File: src/design/uesc_pkg.sv
`default_nettype none
// ----------------------------------------------------------------------------
// uesc_pkg
// Shared types and constants for the escape-to-UTF-8 decoder: request
// payloads, piece descriptors passed from the parser to the byte emitter.
// ----------------------------------------------------------------------------
package uesc_pkg;

	// Default depth of the descriptor queue between parser and emitter
	localparam int QUEUE_DEPTH = 4;

	// Number of pieces one input byte can produce
	localparam int PIECES = 3;

	// Maximum UTF-8 bytes one descriptor expands to
	localparam int MAX_BYTES = 6;

	// Piece kinds
	localparam logic [1:0] PK_NONE = 2'd0;  // empty slot
	localparam logic [1:0] PK_BYTE = 2'd1;  // one literal byte
	localparam logic [1:0] PK_CODE = 2'd2;  // 16-bit code, 0..3 bytes of UTF-8
	localparam logic [1:0] PK_PAIR = 2'd3;  // 21-bit code point, 4 bytes of UTF-8

	// Input request: one byte of escaped text
	typedef struct packed {
		logic [7:0] text_byte;
		logic       is_last;
	} in_item_t;

	// Output request: one UTF-8 byte or a bare end marker
	typedef struct packed {
		logic [7:0] out_byte;
		logic       byte_valid;
		logic       end_of_text;
	} out_item_t;

	// One unit of output work; value layout depends on kind
	typedef struct packed {
		logic [1:0]  kind;
		logic [20:0] value;
	} piece_t;

	// Queue entry: ordered pieces (slot 0 first) and the end-of-text flag
	typedef struct packed {
		piece_t [PIECES-1:0] pieces;
		logic                end_of_text;
	} entry_t;

endpackage : uesc_pkg
`default_nettype wire

File: src/design/uesc_front.sv
`default_nettype none
// ----------------------------------------------------------------------------
// uesc_front
// Escape parser: tracks backslash / hex-body state and the held high
// surrogate, and turns each accepted byte into a descriptor of output pieces.
// ----------------------------------------------------------------------------
module uesc_front (
	input  wire logic              clk,
	input  wire logic              arst_n,
	input  wire logic              text_valid,
	output logic                   text_stall,
	input  uesc_pkg::in_item_t     text,
	input  wire logic              q_full,
	output logic                   q_push,
	output uesc_pkg::entry_t       q_entry
);
	import uesc_pkg::*;

	localparam logic [2:0] MODE_NORMAL = 3'd0;
	localparam logic [2:0] MODE_BSLASH = 3'd1;
	localparam logic [2:0] MODE_HEX    = 3'd2;

	localparam logic [7:0] CH_BSL = 8'h5C;
	localparam logic [7:0] CH_LU  = 8'h75;
	localparam logic [7:0] CH_UU  = 8'h55;

	localparam logic [5:0] HIGH_TAG = 6'b110110;  // 0xD800..0xDBFF
	localparam logic [5:0] LOW_TAG  = 6'b110111;  // 0xDC00..0xDFFF

	typedef struct packed {
		piece_t [PIECES-1:0] p;
		logic [1:0]          n;
	} plist_t;

	// Append one piece to the list
	function automatic plist_t plist_add(plist_t l, logic [1:0] kind, logic [20:0] v);
		plist_t r;
		r = l;
		if (r.n != 2'd3) begin
			r.p[r.n].kind  = kind;
			r.p[r.n].value = v;
			r.n            = r.n + 2'd1;
		end
		return r;
	endfunction

	// {is_hex, nibble}
	function automatic logic [4:0] hex_digit(logic [7:0] b);
		logic [4:0] r;
		r = 5'd0;
		if (b >= 8'h30 && b <= 8'h39) begin
			r = {1'b1, b[3:0]};
		end else if ((b >= 8'h61 && b <= 8'h66) || (b >= 8'h41 && b <= 8'h46)) begin
			r = {1'b1, b[3:0] + 4'd9};
		end
		return r;
	endfunction

	logic [2:0]  mode_q, mode_n;
	logic [15:0] hv_q, hv_n;
	logic [2:0]  hc_q, hc_n;
	logic        hs_q, hs_n;
	logic [9:0]  hb_q, hb_n;
	logic        held_q, held_n;
	logic        adj_q, adj_n;
	plist_t      pl;
	logic        accept;

	assign text_stall = q_full;
	assign accept     = text_valid && !q_full;

	// Next state and output pieces for the byte on the input
	always_comb begin
		logic [4:0]  dig;
		logic [15:0] c;
		logic [10:0] cp_hi;
		mode_n = mode_q;
		hv_n   = hv_q;
		hc_n   = hc_q;
		hs_n   = hs_q;
		hb_n   = hb_q;
		held_n = held_q;
		adj_n  = adj_q;
		pl     = '0;
		dig    = hex_digit(text.text_byte);
		c      = 16'd0;
		cp_hi  = 11'd0;

		if (mode_q == MODE_BSLASH) begin
			if (text.text_byte == CH_LU || text.text_byte == CH_UU) begin
				mode_n = MODE_HEX;
				hv_n   = 16'd0;
				hc_n   = 3'd0;
				hs_n   = 1'b0;
				adj_n  = held_q;
			end else if (text.text_byte == CH_BSL) begin
				if (held_n) begin
					pl     = plist_add(pl, PK_CODE, {5'd0, HIGH_TAG, hb_n});
					held_n = 1'b0;
				end
				pl = plist_add(pl, PK_BYTE, {13'd0, CH_BSL});
			end else begin
				if (held_n) begin
					pl     = plist_add(pl, PK_CODE, {5'd0, HIGH_TAG, hb_n});
					held_n = 1'b0;
				end
				pl     = plist_add(pl, PK_BYTE, {13'd0, CH_BSL});
				pl     = plist_add(pl, PK_BYTE, {13'd0, text.text_byte});
				mode_n = MODE_NORMAL;
			end
		end else if (mode_q == MODE_HEX) begin
			// digits stop at the first non-hex byte; the body length is fixed
			if (!hs_n) begin
				if (!dig[4]) begin
					hs_n = 1'b1;
				end else begin
					hv_n = {hv_n[11:0], dig[3:0]};
				end
			end
			hc_n = hc_n + 3'd1;
		end else begin
			mode_n = MODE_NORMAL;
			if (text.text_byte == CH_BSL) begin
				mode_n = MODE_BSLASH;
			end else begin
				if (held_n) begin
					pl     = plist_add(pl, PK_CODE, {5'd0, HIGH_TAG, hb_n});
					held_n = 1'b0;
				end
				pl = plist_add(pl, PK_BYTE, {13'd0, text.text_byte});
			end
		end

		// Escape complete (full body, or cut short by the end of text)
		if (mode_n == MODE_HEX && (hc_n == 3'd4 || text.is_last)) begin
			c = hv_n;
			if (held_n && adj_n && c[15:10] == LOW_TAG) begin
				cp_hi  = {1'b0, hb_n} + 11'h040;
				pl     = plist_add(pl, PK_PAIR, {cp_hi, c[9:0]});
				held_n = 1'b0;
			end else begin
				if (held_n) begin
					pl     = plist_add(pl, PK_CODE, {5'd0, HIGH_TAG, hb_n});
					held_n = 1'b0;
				end
				if (c[15:10] == HIGH_TAG) begin
					hb_n   = c[9:0];
					held_n = 1'b1;
				end else if (c != 16'd0) begin
					pl = plist_add(pl, PK_CODE, {5'd0, c});
				end
			end
			hv_n   = 16'd0;
			hc_n   = 3'd0;
			hs_n   = 1'b0;
			adj_n  = 1'b0;
			mode_n = MODE_NORMAL;
		end

		// End of text: flush everything and return to reset state
		if (text.is_last) begin
			if (mode_n == MODE_BSLASH) begin
				if (held_n) begin
					pl     = plist_add(pl, PK_CODE, {5'd0, HIGH_TAG, hb_n});
					held_n = 1'b0;
				end
				pl = plist_add(pl, PK_BYTE, {13'd0, CH_BSL});
			end
			if (held_n) begin
				pl     = plist_add(pl, PK_CODE, {5'd0, HIGH_TAG, hb_n});
				held_n = 1'b0;
			end
			mode_n = MODE_NORMAL;
			hv_n   = 16'd0;
			hc_n   = 3'd0;
			hs_n   = 1'b0;
			hb_n   = 10'd0;
			adj_n  = 1'b0;
		end
	end

	// Queue write: only when there is output work or an end marker
	assign q_push              = accept && (pl.n != 2'd0 || text.is_last);
	assign q_entry.pieces      = pl.p;
	assign q_entry.end_of_text = text.is_last;

	// Parser state
	always_ff @(posedge clk or negedge arst_n) begin
		if (!arst_n) begin
			mode_q <= MODE_NORMAL;
			hv_q   <= 16'd0;
			hc_q   <= 3'd0;
			hs_q   <= 1'b0;
			hb_q   <= 10'd0;
			held_q <= 1'b0;
			adj_q  <= 1'b0;
		end else if (accept) begin
			mode_q <= mode_n;
			hv_q   <= hv_n;
			hc_q   <= hc_n;
			hs_q   <= hs_n;
			hb_q   <= hb_n;
			held_q <= held_n;
			adj_q  <= adj_n;
		end
	end

endmodule : uesc_front
`default_nettype wire

File: src/design/uesc_queue.sv
`default_nettype none
// ----------------------------------------------------------------------------
// uesc_queue
// Small first-in first-out queue of piece descriptors between the parser
// and the byte emitter.
// ----------------------------------------------------------------------------
module uesc_queue #(
	parameter int DEPTH = uesc_pkg::QUEUE_DEPTH  // 2..16
) (
	input  wire logic          clk,
	input  wire logic          arst_n,
	input  wire logic          push,
	input  uesc_pkg::entry_t   push_data,
	output logic               full,
	input  wire logic          pop,
	output logic               head_valid,
	output uesc_pkg::entry_t   head
);
	import uesc_pkg::*;

	localparam int AW = $clog2(DEPTH);
	localparam int CW = $clog2(DEPTH + 1);

	entry_t        slot_q [DEPTH];
	logic [AW-1:0] wr_q, rd_q;
	logic [CW-1:0] count_q;

	assign full       = (count_q == CW'(DEPTH));
	assign head_valid = (count_q != '0);
	assign head       = slot_q[rd_q];

	// Storage
	always_ff @(posedge clk) begin
		if (push) begin
			slot_q[wr_q] <= push_data;
		end
	end

	// Pointers and fill level
	always_ff @(posedge clk or negedge arst_n) begin
		if (!arst_n) begin
			wr_q    <= '0;
			rd_q    <= '0;
			count_q <= '0;
		end else begin
			if (push) begin
				wr_q <= (wr_q == AW'(DEPTH - 1)) ? '0 : wr_q + AW'(1);
			end
			if (pop) begin
				rd_q <= (rd_q == AW'(DEPTH - 1)) ? '0 : rd_q + AW'(1);
			end
			if (push && !pop) begin
				count_q <= count_q + CW'(1);
			end else if (pop && !push) begin
				count_q <= count_q - CW'(1);
			end
		end
	end

endmodule : uesc_queue
`default_nettype wire

File: src/design/uesc_back.sv
`default_nettype none
// ----------------------------------------------------------------------------
// uesc_back
// Byte emitter: expands the head descriptor into UTF-8 bytes and sends them
// one per cycle while utf8_stall is low, through a registered output stage.
// ----------------------------------------------------------------------------
module uesc_back (
	input  wire logic           clk,
	input  wire logic           arst_n,
	input  wire logic           q_valid,
	input  uesc_pkg::entry_t    q_head,
	output logic                q_pop,
	output logic                utf8_valid,
	input  wire logic           utf8_stall,
	output uesc_pkg::out_item_t utf8
);
	import uesc_pkg::*;

	typedef struct packed {
		logic [3:0][7:0] b;
		logic [2:0]      len;
	} enc_t;

	typedef struct packed {
		logic [MAX_BYTES-1:0][7:0] b;
		logic [2:0]                n;
	} exp_t;

	// UTF-8 encoding of one piece
	function automatic enc_t encode(piece_t p);
		enc_t r;
		r = '0;
		unique case (p.kind)
			PK_BYTE: begin
				r.len  = 3'd1;
				r.b[0] = p.value[7:0];
			end
			PK_CODE: begin
				if (p.value[15:0] == 16'd0) begin
					r.len = 3'd0;
				end else if (p.value[15:7] == 9'd0) begin
					r.len  = 3'd1;
					r.b[0] = p.value[7:0];
				end else if (p.value[15:11] == 5'd0) begin
					r.len  = 3'd2;
					r.b[0] = {3'b110, p.value[10:6]};
					r.b[1] = {2'b10, p.value[5:0]};
				end else begin
					r.len  = 3'd3;
					r.b[0] = {4'b1110, p.value[15:12]};
					r.b[1] = {2'b10, p.value[11:6]};
					r.b[2] = {2'b10, p.value[5:0]};
				end
			end
			PK_PAIR: begin
				r.len  = 3'd4;
				r.b[0] = {5'b11110, p.value[20:18]};
				r.b[1] = {2'b10, p.value[17:12]};
				r.b[2] = {2'b10, p.value[11:6]};
				r.b[3] = {2'b10, p.value[5:0]};
			end
			PK_NONE: r.len = 3'd0;
		endcase
		return r;
	endfunction

	// Concatenate the encoded pieces in order
	function automatic exp_t expand(entry_t e);
		exp_t       r;
		enc_t       en;
		logic [3:0] pos;
		logic [3:0] at;
		r   = '0;
		pos = 4'd0;
		for (int i = 0; i < PIECES; i++) begin
			en = encode(e.pieces[i]);
			for (int k = 0; k < 4; k++) begin
				at = pos + 4'(k);
				if (3'(k) < en.len && at < 4'(MAX_BYTES)) begin
					r.b[at[2:0]] = en.b[k];
				end
			end
			pos = pos + {1'b0, en.len};
		end
		r.n = pos[2:0];
		return r;
	endfunction

	exp_t      ex;
	logic [2:0] idx_q;
	logic       ov_q;
	out_item_t  od_q;
	logic       can_load;
	logic       last_byte;
	logic       emit;
	out_item_t  next_item;

	assign ex        = expand(q_head);
	assign can_load  = !ov_q || !utf8_stall;
	assign last_byte = (ex.n == 3'd0) || (idx_q == ex.n - 3'd1);
	assign emit      = q_valid && can_load && (ex.n != 3'd0 || q_head.end_of_text);
	assign q_pop     = q_valid && can_load && last_byte;

	// Next output request: a data byte, or a bare marker for an empty text end
	always_comb begin
		if (ex.n == 3'd0) begin
			next_item.out_byte    = 8'd0;
			next_item.byte_valid  = 1'b0;
			next_item.end_of_text = 1'b1;
		end else begin
			next_item.out_byte    = ex.b[idx_q];
			next_item.byte_valid  = 1'b1;
			next_item.end_of_text = q_head.end_of_text && last_byte;
		end
	end

	// Byte index within the head descriptor, output valid
	always_ff @(posedge clk or negedge arst_n) begin
		if (!arst_n) begin
			idx_q <= 3'd0;
			ov_q  <= 1'b0;
		end else if (can_load) begin
			ov_q <= emit;
			if (q_valid) begin
				idx_q <= last_byte ? 3'd0 : idx_q + 3'd1;
			end
		end
	end

	// Output payload
	always_ff @(posedge clk) begin
		if (emit) begin
			od_q <= next_item;
		end
	end

	assign utf8_valid = ov_q;
	assign utf8       = od_q;

endmodule : uesc_back
`default_nettype wire

File: src/design/unicode_escape_to_utf8.sv
`default_nettype none
// ----------------------------------------------------------------------------
// unicode_escape_to_utf8
// Decodes \uXXXX and \UXXXX escapes in text to UTF-8, merging surrogate pairs.
// ----------------------------------------------------------------------------
// Usage:
//   text  : one escaped byte per request; is_last closes the text.
//   utf8  : one UTF-8 byte per request; end_of_text marks the final request
//           of a text, which is a bare marker (byte_valid low) when the text
//           produced no bytes.
//   A request moves when valid is high and stall is low at a clock edge.
// Path: input byte -> descriptor queue -> registered output stage.
// Throughput (receiver not stalling): one input byte per cycle while each
//   yields at most one output byte; a byte that yields N bytes (N <= 6)
//   holds the emitter until all N are sent. The output stage sends one byte
//   per cycle; the parser takes bytes until the QUEUE_DEPTH-entry queue fills.
// Reset: clears parser state, queue and output valid; no held surrogate.
// Receiver stall: the output request holds; the emitter waits, the queue
//   fills, and then text_stall rises.
// ----------------------------------------------------------------------------
module unicode_escape_to_utf8 #(
	parameter int QUEUE_DEPTH = uesc_pkg::QUEUE_DEPTH
) (
	input  wire logic           clk,
	input  wire logic           arst_n,
	input  wire logic           text_valid,
	output logic                text_stall,
	input  uesc_pkg::in_item_t  text,
	output logic                utf8_valid,
	input  wire logic           utf8_stall,
	output uesc_pkg::out_item_t utf8
);
	import uesc_pkg::*;

	logic   q_push, q_full, q_pop, q_valid;
	entry_t q_entry, q_head;

	// Parser
	uesc_front u_front (
		.clk        (clk),
		.arst_n     (arst_n),
		.text_valid (text_valid),
		.text_stall (text_stall),
		.text       (text),
		.q_full     (q_full),
		.q_push     (q_push),
		.q_entry    (q_entry)
	);

	// Descriptor queue
	uesc_queue #(
		.DEPTH (QUEUE_DEPTH)
	) u_queue (
		.clk        (clk),
		.arst_n     (arst_n),
		.push       (q_push),
		.push_data  (q_entry),
		.full       (q_full),
		.pop        (q_pop),
		.head_valid (q_valid),
		.head       (q_head)
	);

	// Byte emitter
	uesc_back u_back (
		.clk        (clk),
		.arst_n     (arst_n),
		.q_valid    (q_valid),
		.q_head     (q_head),
		.q_pop      (q_pop),
		.utf8_valid (utf8_valid),
		.utf8_stall (utf8_stall),
		.utf8       (utf8)
	);

	// Parser never writes a full queue
	assert property (@(posedge clk) disable iff (!arst_n) q_push |-> !q_full)
		else $error("queue written while full");

	// Emitter never reads an empty queue
	assert property (@(posedge clk) disable iff (!arst_n) q_pop |-> q_valid)
		else $error("queue read while empty");

	// A request without a data byte is only ever the end marker
	assert property (@(posedge clk) disable iff (!arst_n)
		(utf8_valid && !utf8.byte_valid) |-> (utf8.end_of_text && utf8.out_byte == 8'd0))
		else $error("empty output request that is not an end marker");

endmodule : unicode_escape_to_utf8
`default_nettype wire
File: config.mk
export PLATFORM = sky130hd
export DESIGN_NAME = unicode_escape_to_utf8
export DESIGN_NICKNAME = d
export VERILOG_FILES = /design/src/design/uesc_pkg.sv /design/src/design/uesc_front.sv /design/src/design/uesc_queue.sv /design/src/design/uesc_back.sv /design/src/design/unicode_escape_to_utf8.sv
export SDC_FILE = /design/constraint.sdc
export NUM_CORES = 1
export LEC_CHECK = 0
export BUFFER_PORTS_ARGS = -buffer_cell sky130_fd_sc_hd__buf_2
export CAP_MARGIN = 20
export CORE_UTILIZATION = 45
export DETAILED_ROUTE_END_ITERATION = 6
export GPL_ROUTABILITY_DRIVEN = 1
export PLACE_DENSITY = 0.64
export SYNTH_ARGS = -nofsm -noshare
export SYNTH_HDL_FRONTEND = slang
export SYNTH_SLANG_ARGS = --single-unit
File: constraint.sdc
create_clock -name clk -period 9 [get_ports clk]
set_clock_uncertainty 0.2 [all_clocks]
set_input_delay 1.8 -clock clk [delete_from_list [all_inputs] [get_ports clk]]
set_output_delay 1.8 -clock clk [all_outputs]
set_load 0.005 [all_outputs]
# Yosys cells after proc, flatten, opt, wreduce, memory -nomap -nowiden
# Memory sizes are Yosys's and may differ from the RTL's.
# Index checks and enable logic that the tools add are counted.
dict set report word_totals {
  regBits 56
  ram_bits 280
  inputBits 13
  output_inout_bits 12
  n_memories 1
}
dict set report op_classes {
  addsub 26
  order_cmp 61
  eq_ne 33
  muxes 222
  reduce_logical 72
}
# memory words word_bits read_ports rd_ports_with_merged_regs wr line_no
set memory_table {}
lappend memory_table {u_queue.slot_q 4 70 1 0 1 uesc_queue.sv:24} ;# entry_t slot_q [DEPTH];
# operator count
set op_table {}
lappend op_table {{two-way mux 71 bit} 40}
lappend op_table {{bitwise mux 69 bit} 20}
lappend op_table {{demux 23 bit (select 2 bit)} 18}
lappend op_table {{bitwise mux 48 bit} 8}
lappend op_table {{two-way mux 48 bit} 8}
lappend op_table {{two-way mux 23 bit} 9}
lappend op_table {{demux 8 bit (select 3 bit)} 8}
lappend op_table {{two-way mux 21 bit} 9}
lappend op_table {{two-way mux 16 bit} 10}
lappend op_table {{two-way mux 8 bit} 19}
lappend op_table {{one-hot mux 16 bit (2 select lines)} 3}
lappend op_table {{two-way mux 24 bit} 3}
lappend op_table {{one-hot mux 8 bit (3 select lines)} 3}
lappend op_table {{two-way mux 19 bit} 3}
lappend op_table {{two-way mux 17 bit} 3}
lappend op_table {{two-way mux 3 bit} 17}
lappend op_table {{zero test 16 bit} 3}
lappend op_table {{two-way mux 10 bit} 4}
lappend op_table {{logical AND 1 bit} 39}
lappend op_table {{< comparator 3 x 4 -> 1 bit, second input constant} 9}
lappend op_table {{one-hot mux 3 bit (4 select lines)} 3}
lappend op_table {{two-way mux 11 bit} 3}
lappend op_table {{< comparator 4 x 3 -> 1 bit, second input constant} 7}
lappend op_table {{zero test 9 bit} 3}
lappend op_table {{47 further kinds} 162}

# Logic depth before layout (Yosys ltp)
dict set report logic_depth {
  depth_word 80
  ltp_mapped 31
}

# Modules after synthesis
# Synthesis repeated with hierarchy kept, for this count alone.
dict set report hier_totals {
  hier_cells 1967
  hier_area_um2 20925.1
}
# mod instances cells_per_inst area_each_um2 seq_area_each_um2
set modules_own_cells {}
lappend modules_own_cells {uesc_queue 1 403 10595.2 8583.2}
lappend modules_own_cells {uesc_back 1 991 6233.5 400.4}
lappend modules_own_cells {uesc_front 1 573 4096.4 875.8}

# Worst setup path after synthesis
# No wires, ideal clock.
dict set report synth_path {
  kind {input to register}
  from {input port text[2] (netlist bit)}
  to {memory u_queue.slot_q[0][0] (netlist bit), enable pin}
  arrival_time_ns 6.757
  path_slack_ns 1.608
  cell_stages 13
  cell_sequence {clkbuf_1 -> inv_1 -> ha_1 -> o21ba_2 -> o21ai_0 -> o41ai_4 -> nand3_1 -> mux2_2 -> nor3_1 -> o21ai_0 -> nand2_1 -> o31a_1 -> and2_1}
}
dict set report synth_between {
  elab_chain_cells 33
  elab_cells_between_ends 91
  classes_between {add/sub: 6; order compare: 6; eq/ne: 13; mux: 53; reduce/logical: 13}
}
# item line_no
set synth_rtl {}
lappend synth_rtl {{start, declared} unicode_escape_to_utf8.sv:28} ;# input uesc_pkg::in_item_t text,
lappend synth_rtl {{equality test 8 x 7 -> 1 bit, on equally long branches} {uesc_front.sv:96, uesc_front.sv:123, uesc_front.sv:90}}
lappend synth_rtl {{two-way mux 71 bit, or another cell as far along} uesc_front.sv:123} ;# if (text.text_byte == CH_BSL) begin
lappend synth_rtl {{two-way mux 71 bit, on equally long branches} {uesc_front.sv:111, uesc_front.sv:90}}
lappend synth_rtl {{two-way mux 71 bit} uesc_front.sv:89} ;# if (mode_q == MODE_BSLASH) begin
lappend synth_rtl {{adder 2 x 1 -> 2 bit / inequality test 2 bit (equally long branches)} {uesc_front.sv:42, uesc_front.sv:39}}
lappend synth_rtl {{two-way mux 71 bit} uesc_front.sv:39} ;# if (r.n != 2'd3) begin
lappend synth_rtl {{two-way mux 71 bit} uesc_front.sv:142} ;# if (held_n) begin
lappend synth_rtl {{two-way mux 71 bit} uesc_front.sv:137} ;# if (held_n && adj_n && c[15:10] == LOW_TAG) begin
lappend synth_rtl {{(+18 left out)} -}
lappend synth_rtl {{two-way mux 71 bit} uesc_front.sv:169} ;# if (held_n) begin
lappend synth_rtl {{two-way mux 71 bit (*)} uesc_front.sv:161} ;# if (text.is_last) begin
lappend synth_rtl {{nonzero test 2 bit (*)} uesc_front.sv:183} ;# assign q_push = accept && (pl.n != 2'd0 || text.is_last);
lappend synth_rtl {{logical OR 1 bit (*)} uesc_front.sv:183}
lappend synth_rtl {{logical AND 1 bit (*)} uesc_front.sv:183}
lappend synth_rtl {{net q_push} unicode_escape_to_utf8.sv:35} ;# logic q_push, q_full, q_pop, q_valid;
lappend synth_rtl {{two-way mux 1 bit (*)} uesc_queue.sv:34} ;# if (push) begin
lappend synth_rtl {{two-way mux 1 bit (implied by the code) (*)} uesc_queue.sv:35} ;# slot_q[wr_q] <= push_data;
lappend synth_rtl {{end, declared} uesc_queue.sv:24}
# Mark *: on every way through the listed nets, which the timed path passes. The rest lies on a longest branch. The select of a mux whose other input is x is not followed.

# Worst setup path in the final report
dict set report layout_path {
  from {register u_queue.rd_q[0]}
  to {register u_back.od_q (netlist bit u_back.utf8[4]), data pin}
}
dict set report layout_between {
  elab_chain_cells 31
  elab_cells_between_ends 154
  classes_between {add/sub: 8; order compare: 36; eq/ne: 9; mux: 71; reduce/logical: 29; memory: 1}
}
# item line_no
set layout_rtl {}
lappend layout_rtl {{start, declared} uesc_queue.sv:25} ;# logic [AW-1:0] wr_q, rd_q;
lappend layout_rtl {{start signal, assigned} uesc_queue.sv:50} ;# rd_q <= (rd_q == AW'(DEPTH - 1)) ? '0 : rd_q + AW'(1);
lappend layout_rtl {{memory read (4 x 70 bit) (*)} -}
lappend layout_rtl {{parallel branches: the longest is 30 deep, another holds adder 3 x 1 -> 4 bit} -}
lappend layout_rtl {{end signal, assigned} uesc_back.sv:133} ;# od_q <= next_item;
lappend layout_rtl {{end, declared} uesc_back.sv:92} ;# out_item_t od_q;
# Every way passes the cells marked *. The select of a mux whose other input is x is not followed.
# A chain may end at the register's enable or synchronous reset.

==> reports/metrics.yaml <==
yosysWarnings: 0
clock_sinks: 336
startpoint_type: "flip-flop"
grt_max_degree: 60
drt_pre_antenna_iters: 7
synth_seq_cells: 336
ys_types: 103
drtIter0Drc: 2611
clkTransAtPathRegs_ns: 0.07
place_congestion: 1.044
rsz0062_at_grt: "false"
finalSetupViolCount: 0
tightest_slew_ns: 1.207
dpl.hpwl_mm: 55.95
ys_async_sr_fraction_pct: 13.69
cts_setup_buffers: 0
violations: "DRC"
port_buffers: 24
finalHoldViolations: 0
vias: 18640
r2r_cells: 18
totalNegativeSetupSlack_ns: 0
cts_max_level: 2
ys_seq_area_share_pct: 46.03
final_max_slew_viol_count: 0
max_slew_margin_pct: 18.99
postSynthCellCount: 2010
clkLatencyLatePin_ns: 0.56
post_cts_resized: 0
grt-ovfl-total: 0
io_pins: 25
cp_max_fo: 59
drc: 2
cts_root_buffer: "clkbuf_16"
wl_per_cell_um: 28.59
cts_buffers: 39
yosys-top-cells-area: "edfxtp_1 41%, dfrtp_1 5.4%, mux4_2 5.2%"
dieHeight_um: 220.2
initial_utilization_pct: 45.81
ctsLongestPathBuffers: 3
drive_gt1_share_pct: 12.81
die_area_mm2: 0.04847
synth_most_common_cell: "edfxtp_1"
routed_wl_mm: 77.15
antenna_cells: 0
antenna_found_initial: 3
die-width_um: 220.2
drv_cap: 0
synth_common_cells: "290 x edfxtp_1, 216 x nand2_1, 140 x o21ai_0"
cts_tree: "done"
synth_area_mm2: 0.02142
critPathRequiredTime_ns: 9.11
final_antenna_net_count: 0
syn_avg_cell_area_um2: 10.66
synth_edf_count: 290
fin_crit_sh_pct: 87.60
final.min_clock_period_ns: 7.884
viasPerCell: 6.907
synth_area_leader_cell: "edfxtp_1"
core-area_mm2: 0.04675
synth_top_area_share_pct: 40.66
status: "finished, violations left"
crit_type: "reg2reg"
area_growth_pct: 10.70
fmaxAchievable_mhz: 126.8
fp-row-count: 79
grt_pass1_wl_mm: 114.2
track_usage_pct: 31.98
critPathArrivalTime_ns: 7.99
cp-end-kind: "flip-flop"
ctsHoldBuffers: 0
yosys_most_used_dff: "edfxtp_1"
hp-class: "reg2reg"
worst_hold_path.num_cells: 1
grt_pass1_vias: 17350
fin_nets: 2117
cell usage in the layout (no fill, tap or decap), types with 12 or more instances in the layout:
master     instances
conb_1            48
and2_1            16
a22oi_1           31
o31ai_1           21
nand2b_1          20
nand2_1          216
buf_4             47
mux4_2            49
nor4_1            25
o211ai_1          29
mux2_2            17
xnor2_1           18
nor3_1            38
mux4_1            15
edfxtp_1         290
nor2b_1           13
mux2i_1           45
nor2_1           122
a221oi_1          12
or2_2             13
nand3_1           73
a31oi_1           25
and3_1            24
a21oi_1          116
nand4_1           19
o221ai_1          19
a211oi_1          38
a22o_1            16
ha_1              40
dfrtp_1           44
a21o_1            17
buf_2             24
clkbuf_16         40
inv_1             47
o21ai_0          140
or4_1             16
o22ai_1           43
layer usage:
layer	share of wire (%)	vias to the layer above	GRT usage (%)
met5	0.029	-	0
met4	4.4	4	13.10
met3	9.2	235	5.540
met2	44	1143	48.44
met1	42	9167	45.45
li1	-	8094	-
final timing paths:
kind,startpoint,endpoint,slack (ns)
setup reg to reg,u_queue.rd_q[0]$_DFFE_PN0P_,u_back.utf8[4]$_SDFFCE_PP0P_,1.12
max in group asynchronous,arst_n,u_queue.rd_q[0]$_DFFE_PN0P_,6.78
setup / recovery,u_queue.rd_q[0]$_DFFE_PN0P_,u_back.utf8[4]$_SDFFCE_PP0P_,1.12
hold / removal,u_back.utf8_valid$_DFFE_PN0P_,u_back.utf8_valid$_DFFE_PN0P_,0.30
hold reg to reg,u_back.utf8_valid$_DFFE_PN0P_,u_back.utf8_valid$_DFFE_PN0P_,0.30
min in group asynchronous,arst_n,u_queue.count_q[1]$_DFFE_PN0P_,1.19
sequential cells by signal (all words and copies together) (netlist names):
| signal | flops |
|---|---|
| u_front.mode_q | 3 |
| u_front.hv_q | 16 |
| u_front.hc_q | 3 |
| u_front.hb_q | 10 |
| u_back.utf8 | 10 |
| u_queue.wr_q | 2 |
| u_queue.rd_q | 2 |
| u_front.held_q | 1 |
| u_front.hs_q | 1 |
| u_front.adj_q | 1 |
| u_back.idx_q | 3 |
| u_queue.slot_q | 280 |
| u_back.utf8_valid | 1 |
| u_queue.count_q | 3 |
metrics by stage:
step / worst slack [ns] / area, um2 / hold slack (ns) / util (%) / std cells
floorplan: 1.608 / 21600 / 0.2525 / - / 2057
global placement: 1.311 / 22400 / 0.2771 / 47.91 / 2625
detailed placement: 1.264 / 22410 / 0.2848 / 47.94 / 2627
CTS: 1.281 / 23710 / 0.2973 / 50.71 / 2699
global route: 0.7453 / 23710 / 0.3360 / 50.71 / 2699
finish: 1.116 / 23710 / 0.2980 / 50.71 / 2699
critical path: stages (launching register included):
cell and delay (ns):
dfrtp_4 0.70, buf_12 0.40, mux4_2 0.62, or4_1 0.78, nor2_2 0.37, o21ai_0 0.14, a21o_1 0.21, ha_1 0.23
fa_1 0.44, xor2_1 0.60, inv_1 0.28, ha_1 0.33, nand2_1 0.12, a211o_1 0.46, o41ai_1 0.26, a2111oi_0 0.79
nor3_1 0.12, o41ai_1 0.38, o31ai_1 0.13
logic make-up after synthesis:
kind of cell    count (synthesis)  share of synthesized area, %
other cells                     1                       0.01751
xor+xnor                       25                         1.022
mux                           130                         10.46
compound gates                657                         21.10
buf+inv                       166                         3.511
flops                         336                         46.03
simple gates                  652                         15.25
fa+ha+maj                      43                         2.617
area by class of cell:
type,count,area (um2)
Multi-Input combinational cell,1555,11020
Sequential cell,336,9867
Tap cell,607,759.5
Fill cell,4158,23040
Inverter,53,198.9
Clock inverter,23,251.5
Clock buffer,49,1045
Timing Repair Buffer,76,573.1
Power is left out: the tool's default activity adds up to more than one toggle a clock period on the data nets, which glitch-free logic cannot reach.
